--- config.mk ---
export PLATFORM = sky130hd
export DESIGN_NAME = bht_ctrl
export DESIGN_NICKNAME = d
export VERILOG_FILES = /design/src/rtl/bht_pkg.sv /design/src/rtl/bht_ctrl.sv
export SDC_FILE = /design/constraint.sdc
export NUM_CORES = 1
export LEC_CHECK = 0
export BUFFER_PORTS_ARGS = -buffer_cell sky130_fd_sc_hd__buf_2
export CORE_AREA = 2 2 39 41
export CTS_CLUSTER_DIAMETER = 50
export CTS_CLUSTER_SIZE = 12
export DETAILED_ROUTE_END_ITERATION = 10
export DIE_AREA = 0 0 41 43
export PLACE_DENSITY = 0.73
export SLEW_MARGIN = 20
export SYNTH_ARGS = -nofsm -noshare
export SYNTH_HDL_FRONTEND = slang
export SYNTH_SLANG_ARGS = --single-unit
--- constraint.sdc ---
create_clock -name clk -period 2.4 [get_ports clk]
set_input_delay 0.24 -clock clk [delete_from_list [all_inputs] [get_ports clk]]
set_output_delay 0.24 -clock clk [all_outputs]
set_load 0.02 [all_outputs]
--- src/rtl/bht_pkg.sv ---
`default_nettype none
// ----------------------------------------------------------------------------
// bht_pkg: shared types and constants for the bucketed hash table
// Request modes, result status codes, field widths and the
// controller-to-datapath command and status structs.
// ----------------------------------------------------------------------------
package bht_pkg;

	localparam int KEY_W = 31;
	localparam int VAL_W = 32;
	localparam int MODE_W = 3;
	localparam int ST_W = 2;
	localparam int SLOT_OUT_W = 2;

	localparam int DEF_BUCKETS = 64;
	localparam int DEF_SLOTS = 4;

	localparam logic [MODE_W-1:0] MODE_ADD = 3'd0;
	localparam logic [MODE_W-1:0] MODE_ADD_MULTI = 3'd1;
	localparam logic [MODE_W-1:0] MODE_GET = 3'd2;
	localparam logic [MODE_W-1:0] MODE_REMOVE = 3'd3;
	localparam logic [MODE_W-1:0] MODE_REMOVE_PAIR = 3'd4;

	localparam logic [ST_W-1:0] ST_DONE = 2'd0;
	localparam logic [ST_W-1:0] ST_MISS = 2'd1;
	localparam logic [ST_W-1:0] ST_FULL = 2'd2;

	// commands from the controller to the datapath
	typedef struct packed {
		logic load;      // capture request and start the home bucket reduction
		logic set_home;  // set probe to home bucket
		logic rd_row;    // read fill count of current bucket
		logic scan;      // step slot scan of current bucket
		logic nxt_bkt;   // advance probe to the following bucket
		logic wr_ins;    // write key/value at the insert slot, bump fill
		logic wr_upd;    // write value at the hit slot
		logic shift;     // move one entry down within the bucket
		logic dec_fill;  // lower fill count of the current bucket
		logic set_res;   // latch result fields
		logic [ST_W-1:0] res_st;
	} bht_cmd_t;

	// status from the datapath to the controller
	typedef struct packed {
		logic hit;       // current slot matches
		logic scan_end;  // current slot is the last one below the fill count
		logic empty;     // current bucket holds no entry
		logic room;      // current bucket has a free slot
		logic last_bkt;  // current bucket is the last in probe order
		logic shift_end; // no more entries to move down
		logic clr_busy;  // fill counts still being cleared after reset
		logic [MODE_W-1:0] mode;
	} bht_sts_t;

endpackage

`default_nettype wire

--- src/rtl/bht_ctrl.sv ---
`default_nettype none
// ----------------------------------------------------------------------------
// bht_ctrl: request sequencer for the bucketed hash table
// Steps through probe buckets and slots, issues datapath commands and
// hands the result to the output register.
// ----------------------------------------------------------------------------
module bht_ctrl import bht_pkg::*; (
	input  wire logic clk,
	input  wire logic arst_n,
	input  wire logic in_valid,
	output logic in_ready,
	output logic out_valid,
	input  wire logic out_ready,
	input  wire bht_sts_t sts,
	output bht_cmd_t cmd
);

	localparam logic [2:0] S_IDLE = 3'd0;
	localparam logic [2:0] S_ROW = 3'd1;
	localparam logic [2:0] S_WAIT = 3'd2;
	localparam logic [2:0] S_SCAN = 3'd3;
	localparam logic [2:0] S_SHIFT = 3'd4;
	localparam logic [2:0] S_OUT = 3'd5;
	localparam logic [2:0] S_HOME = 3'd6;

	logic [2:0] state_q, state_d;
	logic vld_q;
	logic is_ins, is_srch;

	assign is_ins = (sts.mode == MODE_ADD) || (sts.mode == MODE_ADD_MULTI);
	assign is_srch = (sts.mode == MODE_GET) || (sts.mode == MODE_REMOVE)
		|| (sts.mode == MODE_REMOVE_PAIR);
	assign in_ready = (state_q == S_IDLE) && !sts.clr_busy && !(vld_q && !out_ready);
	assign out_valid = vld_q;

	// next state and commands
	always_comb begin
		state_d = state_q;
		cmd = '0;
		case (state_q)
			S_IDLE: begin
				if (in_valid && in_ready) begin
					cmd.load = 1'b1;
					state_d = S_HOME;
				end
			end
			S_HOME: begin
				cmd.set_home = 1'b1;
				state_d = S_ROW;
			end
			S_ROW: begin
				cmd.rd_row = 1'b1;
				state_d = S_WAIT;
			end
			S_WAIT: begin
				if (!is_ins && !is_srch) begin
					cmd.set_res = 1'b1;
					cmd.res_st = ST_MISS;
					state_d = S_OUT;
				end else if (sts.empty || (sts.mode == MODE_ADD_MULTI)) begin
					if (is_ins && sts.room) begin
						cmd.wr_ins = 1'b1;
						cmd.set_res = 1'b1;
						cmd.res_st = ST_DONE;
						state_d = S_OUT;
					end else if (sts.last_bkt) begin
						cmd.set_res = 1'b1;
						cmd.res_st = is_ins ? ST_FULL : ST_MISS;
						state_d = S_OUT;
					end else begin
						cmd.nxt_bkt = 1'b1;
						state_d = S_ROW;
					end
				end else begin
					state_d = S_SCAN;
				end
			end
			S_SCAN: begin
				if (sts.hit) begin
					if (sts.mode == MODE_ADD) begin
						cmd.wr_upd = 1'b1;
						cmd.set_res = 1'b1;
						cmd.res_st = ST_DONE;
						state_d = S_OUT;
					end else if (sts.mode == MODE_GET) begin
						cmd.set_res = 1'b1;
						cmd.res_st = ST_DONE;
						state_d = S_OUT;
					end else begin
						cmd.set_res = 1'b1;
						cmd.res_st = ST_DONE;
						state_d = S_SHIFT;
					end
				end else if (!sts.scan_end) begin
					cmd.scan = 1'b1;
				end else if (is_ins && sts.room) begin
					cmd.wr_ins = 1'b1;
					cmd.set_res = 1'b1;
					cmd.res_st = ST_DONE;
					state_d = S_OUT;
				end else if (sts.last_bkt) begin
					cmd.set_res = 1'b1;
					cmd.res_st = is_ins ? ST_FULL : ST_MISS;
					state_d = S_OUT;
				end else begin
					cmd.nxt_bkt = 1'b1;
					state_d = S_ROW;
				end
			end
			S_SHIFT: begin
				if (sts.shift_end) begin
					cmd.dec_fill = 1'b1;
					state_d = S_OUT;
				end else begin
					cmd.shift = 1'b1;
				end
			end
			S_OUT: begin
				state_d = S_IDLE;
			end
			default: begin
				state_d = S_IDLE;
			end
		endcase
	end

	// state and output-valid registers
	always_ff @(posedge clk or negedge arst_n) begin
		if (!arst_n) begin
			state_q <= S_IDLE;
			vld_q <= 1'b0;
		end else begin
			state_q <= state_d;
			if (state_q == S_OUT) begin
				vld_q <= 1'b1;
			end else if (out_ready) begin
				vld_q <= 1'b0;
			end
		end
	end

endmodule

`default_nettype wire

==> run_results.csv, run 1 <==
group,metric,value,unit
floorplanning,die_area,0.00176,mm²
clocking,cts_buffer_depth,2,
pwr,p_leak,0.000336,µW
critical_path,crit_path_max_incr_delay,490,ps
pwr,pwr-share-seq,26.8,%
timing,finClkSkew,0.983,ps
logic_synthesis,ys_types,35,
pwr,switching_share,47.1,%
clocking,cts_buffers,3,
critical_path,end_kind,"output port",
timing,max-slew-margin-rel,76.3,%
clocking,htreeDepth,1,
logic_synthesis,synth_edf_count,0,
worst_hold_path,hold_path_class,"input port to flop",
layout,syn2layout_area_growth,27.3,%
pwr,power_frac_comb,58.7,%
pwr,p_per_area,922,mW/mm²
layout,layout.nets,110,
layout,fin_cells,110,
critical_path,path_cells,"nor3b_2 > o21ai_0 > nand2_1 > and4b_1 > buf_2",
timing,final-hold-violation-count,0,
logic_synthesis,syn_nets,82,
route,drt_iter0_drc,7,
pwr,p_sw,299,µW
placement,place_congestion,0.797,
worst_hold_path,min_from,"sts[4]",
grt,grt.overflow.total,0,
pwr,p_clk_share,14.5,%
layout,seq_area,100,µm²
timing,min_period,1890,ps
critical_path,critPathBufInv,1,
floorplanning,die_h,43,µm
clocking,cts_hold_buf,1,
critical_path,reg2reg_depth,4,
placement,portBuffers,27,
logic_synthesis,ys_warn_count,0,
route,antenna_left,0,
timing,max_freq,0.530,GHz
floorplanning,rows,14,
grt,grt_pass1_vias,516,
route,num_vias,587,
grt,track_usage,17.1,%
critical_path,r2r-start,"state_q[0]",
logic_synthesis,synthArstFlopShare,100,%
floorplanning,ios,28,
flow_run,cap_violations,0,
grt,grt_max_degree,15,
clocking,cts_resized,0,
timing,rsz0062_at_grt,"false",
route,drtPass1Iterations,4,
timing,slew_viol_final,0,
floorplanning,core-area,0.00138,mm²
grt,antenna_found_initial,0,
floorplanning,die_w,41,µm
worst_hold_path,hold-path-endpoint,"state_q[0]",
worst_hold_path,worst_hold_path.num_cells,3,
clocking,path_clk_slew,40,ps
route,avgViaCountPerCell,5.34,
floorplanning,start_util,39.1,%
layout,drive_gt1_share,41.5,%
layout,multi_input_area,385,µm²
pwr,ir_drop,0.570,mV
grt,grt_pass1_wl,2130,µm
outcome,status,"finished clean",
clocking,clkLatencyLatePin,250,ps
layout,fill_cells,143,
critical_path,worstSetupPathType,"flop to output port",
critical_path,startpoint_type,"flop",
critical_path,r2r_setup_slack,950,ps
pwr,p_int,336,µW
timing,fin_ws,512,ps
timing,fin_crit_sh,78.7,%
critical_path,timing.rr.end,"state_q[2]",
critical_path,critPathArrivalTime,1650,ps
layout,antennaDiodeCount,0,
route,post-route-drc-count,0,
route,wl,1260,µm
critical_path,critical_path_required,2160,ps
logic_synthesis,syn_inst,68,
clocking,post-cts-setup-buffers,0,
timing,finalSetupTns,0,ps
logic_synthesis,syn_avg_cell_area,7.95,µm²
logic_synthesis,synth_ff_type,"dfrtp_1",
timing,tightest_slew,355,ps
placement,dp.cells,106,
logic_synthesis,yosysSeqAreaShare,18.5,%
logic_synthesis,yosys_register_bits,4,
route,wl_per_cell,11.5,µm
logic_synthesis,netlist_area,541,µm²
critical_path,path_max_fanout,14,
clocking,cts_root_buffer,"clkbuf_4",
critical_path,critPathTopFamily,"simple AND/OR/NAND/NOR gates",
placement,placed_cell_area,656,µm²
clocking,clkSinkCount,4,
timing,setup-violations-final,0,
clocking,cts_tree,"built",
critical_path,cpMaxStageDelayCell,"dfrtp_1",
placement,dpl_worst_slack,780,ps
layout,final_cell_area,688,µm²
-- cells by family after synthesis --
group	Yosys count	share of synthesized area (%)
and+or+nand+nor	31	37.5
buffers and inverters	9	10.2
AOI/OAI and AO/OA	23	31.0
DFF	4	18.5
muxes	1	2.78
-- worst reg2reg max path: stages, from the launching register on --
cell and delay, ps:
dfrtp_1 490, or3_4 430, o21ba_4 230, o31ai_1 70
o31a_1 110
-- metrics by stage --
| step | total power (µW) | util, % | hold slack, ps |
|---|---|---|---|
| CTS | 638 | 49.7 | 276 |
| finish | 635 | 49.7 | 276 |
| global placement | 536 | 47.4 | 46.4 |
| global route | 695 | 49.7 | 313 |
| floorplan | 470 | - | -55.6 |
| detailed placement | 543 | 47.4 | 48.0 |
-- cell type report --
type / count / area share [%]
inverter: 4 / 2.18
sequential: 4 / 14.5
multi-input combinational: 55 / 56.0
tap: 16 / 2.91
clock buffer: 3 / 3.27
timing repair buffer: 28 / 21.1
-- how the worst max path moves through the flow --
stage               startpoint       to  slack (ps)  depth (start not counted)
floorplan           state_q[1]  cmd[11]         780                          3
global placement    state_q[2]   cmd[0]         800                          5
detailed placement  state_q[0]   cmd[0]         780                          5
CTS                 state_q[0]   cmd[0]         510                          5
global route        state_q[0]   cmd[0]         350                          5
finish              state_q[0]   cmd[1]         510                          5
-- power by group through the flow --
stage,Combinational (µW),Sequential [µW],Clock [µW]
floorplan,341,129,0
global placement,367,169,0
detailed placement,372,171,0
CTS,375,170,92.8
global route,415,181,98.8
finish,373,170,92.1
-- metal layers --
metal	vias up	track usage [%]	part of all wire (%)
met5	-	0	0
met1	263	23.3	45
li1	305	-	-
met3	0	6.28	6.9
met4	0	4.00	0
met2	19	25.0	48
-- flip-flops by register name, indices dropped and copies added (netlist names) --
| register | cells |
|---|---|
| state_q | 3 |
| out_valid | 1 |
-- cells in the mapped netlist, types with 2 or more instances --
library cell,count,area (µm²)
a21oi_1,5,25.0
a31oi_1,2,12.5
buf_2,2,10.0
buf_6,2,22.5
dfrtp_1,4,100
inv_1,4,15.0
nand2_1,5,18.8
nand2b_1,3,18.8
nand3b_1,2,15.0
nor2_1,2,7.51
nor3_1,5,25.0
nor3b_1,4,30.0
o21a_1,2,15.0
o21ai_0,5,25.0
-- cell usage in the layout (no fill, tap or decap), types with 2 or more instances in the layout --
cell type	instances
a31oi_1	2
nand2_1	5
o21ai_0	5
o21a_1	2
nor2_1	2
nor3_1	5
nand2b_1	3
nor3b_1	4
buf_2	27
nand3b_1	2
a21oi_1	5
dfrtp_1	4
clkbuf_4	3
inv_1	4
Note: power is estimated with default switching activity, not from simulation.
==> run 2, diff against run 1 <==
Clock period 2.4 ns to 1.8 ns, I/O delays scaled along.
==> run 2 against run 1 <==
Net effect:
- via count grew 8.2%
- highest routed layer unchanged
- core utilization grew 5.2 points
- worst hold slack lost 41 ps
- largest cell class unchanged
- register-to-register slack lost 660 ps
- first-iteration DRC count grew 43%
- routed wire length grew 17%
- power grew 60%
- design area grew 11%
==> run_results.csv, run 2 (synthesized netlist as in run 1, its figures left out) <==
group,metric,value,unit
outcome,status,"finished clean",
critical_path,critPathArrivalTime,1570,ps
clocking,cts_tree,"built",
grt,grt_max_degree,14,
critical_path,path_max_fanout,7,
grt,grt_pass1_wl,1980,µm
route,wl_per_cell,12.5,µm
timing,setup-violations-final,0,
critical_path,r2r-start,"state_q[2]",
pwr,p_leak,0.000375,µW
layout,layout.nets,118,
route,avgViaCountPerCell,5.38,
critical_path,r2r_setup_slack,290,ps
critical_path,worstSetupPathType,"flop to output port",
critical_path,end_kind,"output port",
route,wl,1470,µm
worst_hold_path,hold_path_class,"input port to flop",
route,drtPass1Iterations,4,
placement,hpwl,964,µm
grt,grt.overflow.total,0,
pwr,ir_drop,0.675,mV
floorplanning,rows,14,
floorplanning,die_w,41,µm
floorplanning,die_h,43,µm
timing,fin_crit_sh,97.3,%
clocking,cts_buffer_depth,2,
timing,finalSetupTns,0,ps
route,antenna_left,0,
timing,slew_viol_final,0,
grt,grt_pass1_vias,506,
pwr,p_per_area,1340,mW/mm²
critical_path,crit_path_max_incr_delay,460,ps
timing,finClkSkew,9.50,ps
worst_hold_path,min_from,"sts[4]",
timing,final-hold-violation-count,0,
layout,final_common_cell,"buf_2",
clocking,cts_buffers,3,
critical_path,path_cells,"buf_4 > or3_4 > nor3_1 > buf_2",
critical_path,critPathLaunch,"state_q[2]",
layout,mostFrequentLayoutCells,"buf_2, buf_4, a21oi_1, nand2_1, nor3_1",
critical_path,timing.rr.end,"state_q[2]",
clocking,cts_root_buffer,"clkbuf_4",
layout,fin_util,55.0,%
route,drt_iter0_drc,10,
layout,regMostFlops,"state_q",
layout,drive_gt1_share,49.0,%
critical_path,critical_path_required,1620,ps
critical_path,reg2reg_depth,5,
clocking,clkSinkCount,4,
layout,syn2layout_area_growth,40.7,%
route,post-route-drc-count,0,
timing,tightest_slew,290,ps
critical_path,crit_path_end,"cmd[11]",
layout,antennaDiodeCount,0,
floorplanning,ios,28,
floorplanning,die_area,0.00176,mm²
timing,rsz0062_at_grt,"true",
placement,place_congestion,0.832,
clocking,htreeDepth,1,
placement,portBuffers,27,
critical_path,cpMaxStageDelayCell,"dfrtp_2",
floorplanning,start_util,39.1,%
grt,antenna_found_initial,0,
timing,min_period,1750,ps
layout,largest_register_ffs,3,
clocking,path_clk_slew,30,ps
flow_run,cap_violations,0,
critical_path,startpoint_type,"flop",
clocking,clkLatencyLatePin,240,ps
pwr,pwr-share-seq,21.4,%
pwr,p_clk_share,11.5,%
timing,max-slew-margin-rel,80.7,%
pwr,p_sw,450,µW
pwr,p_int,568,µW
route,num_vias,635,
timing,max_freq,0.571,GHz
grt,track_usage,16.1,%
floorplanning,core-area,0.00138,mm²
pwr,switching_share,44.2,%
pwr,power_frac_comb,67.0,%
run 2: changes by cell type in the layout (fill, tap and decap cells not counted), sizes merged:
cell	delta
buf	+8
run 2: worst min-delay path by stage:
stage / end / cells after the start
final: state_q[0] / 3
after global routing: state_q[0] / 3
after CTS: state_q[0] / 3
after detailed placement: state_q[0] / 1
after global placement: state_q[0] / 1
after floorplan: out_valid / 0
run 2: power by group through the flow:
stage | Clock (µW) | Sequential (µW) | Combinational [µW]
after floorplan | 0 | 172 | 454
after global placement | 0 | 211 | 520
after detailed placement | 0 | 216 | 524
after CTS | 118 | 227 | 538
after global routing | 130 | 224 | 748
final | 118 | 218 | 682
run 2: cell type report:
type                            instances  area [µm²]
Clock buffer                            3        22.5
Sequential cell                         4         104
Tap cell                               16        20.0
Multi-Input combinational cell         55         392
Timing Repair Buffer                   36         208
Fill cell                             132         623
Inverter                                4        15.0
run 2: repair_timing:
| action | CTS | global route |
|---|---|---|
| gates resized for setup | 2 | 4 |
| hold buffers | 1 | 0 |
| pin swaps | 0 | 1 |
| endpoints found under the hold margin | 4 | 0 |
| setup buffers | 0 | 7 |
| setup endpoints to repair | 2 | 5 |
run 2: critical path, delay by kind of cell (launching register included):
kind	cells	cell delay (ps)
flip-flops	1	460
AND/OR/NAND/NOR	2	520
buffers and inverters	2	370
run 2: layer usage:
metal / vias to the layer above / part of all wire, % / track usage [%]
met4: 0 / 0 / 6.00
met5: - / 0 / 0
met2: 18 / 54 / 24.1
met1: 295 / 42 / 21.0
li1: 322 / - / -
met3: 0 / 4.9 / 4.71
run 2: through the flow:
stage          hold WS, ps  power, µW  setup slack (ps)  instance area (µm²)  instances
2_1_floorplan         -116        626               241                  541         68
3_3_place_gp         -13.3        731               231                  663        107
3_5_place_dp         -12.0        741               223                  663        107
4_1_cts                233        883              5.05                  703        111
5_1_grt                248       1100             -17.5                  761        118
6_report               235       1020              48.1                  761        118
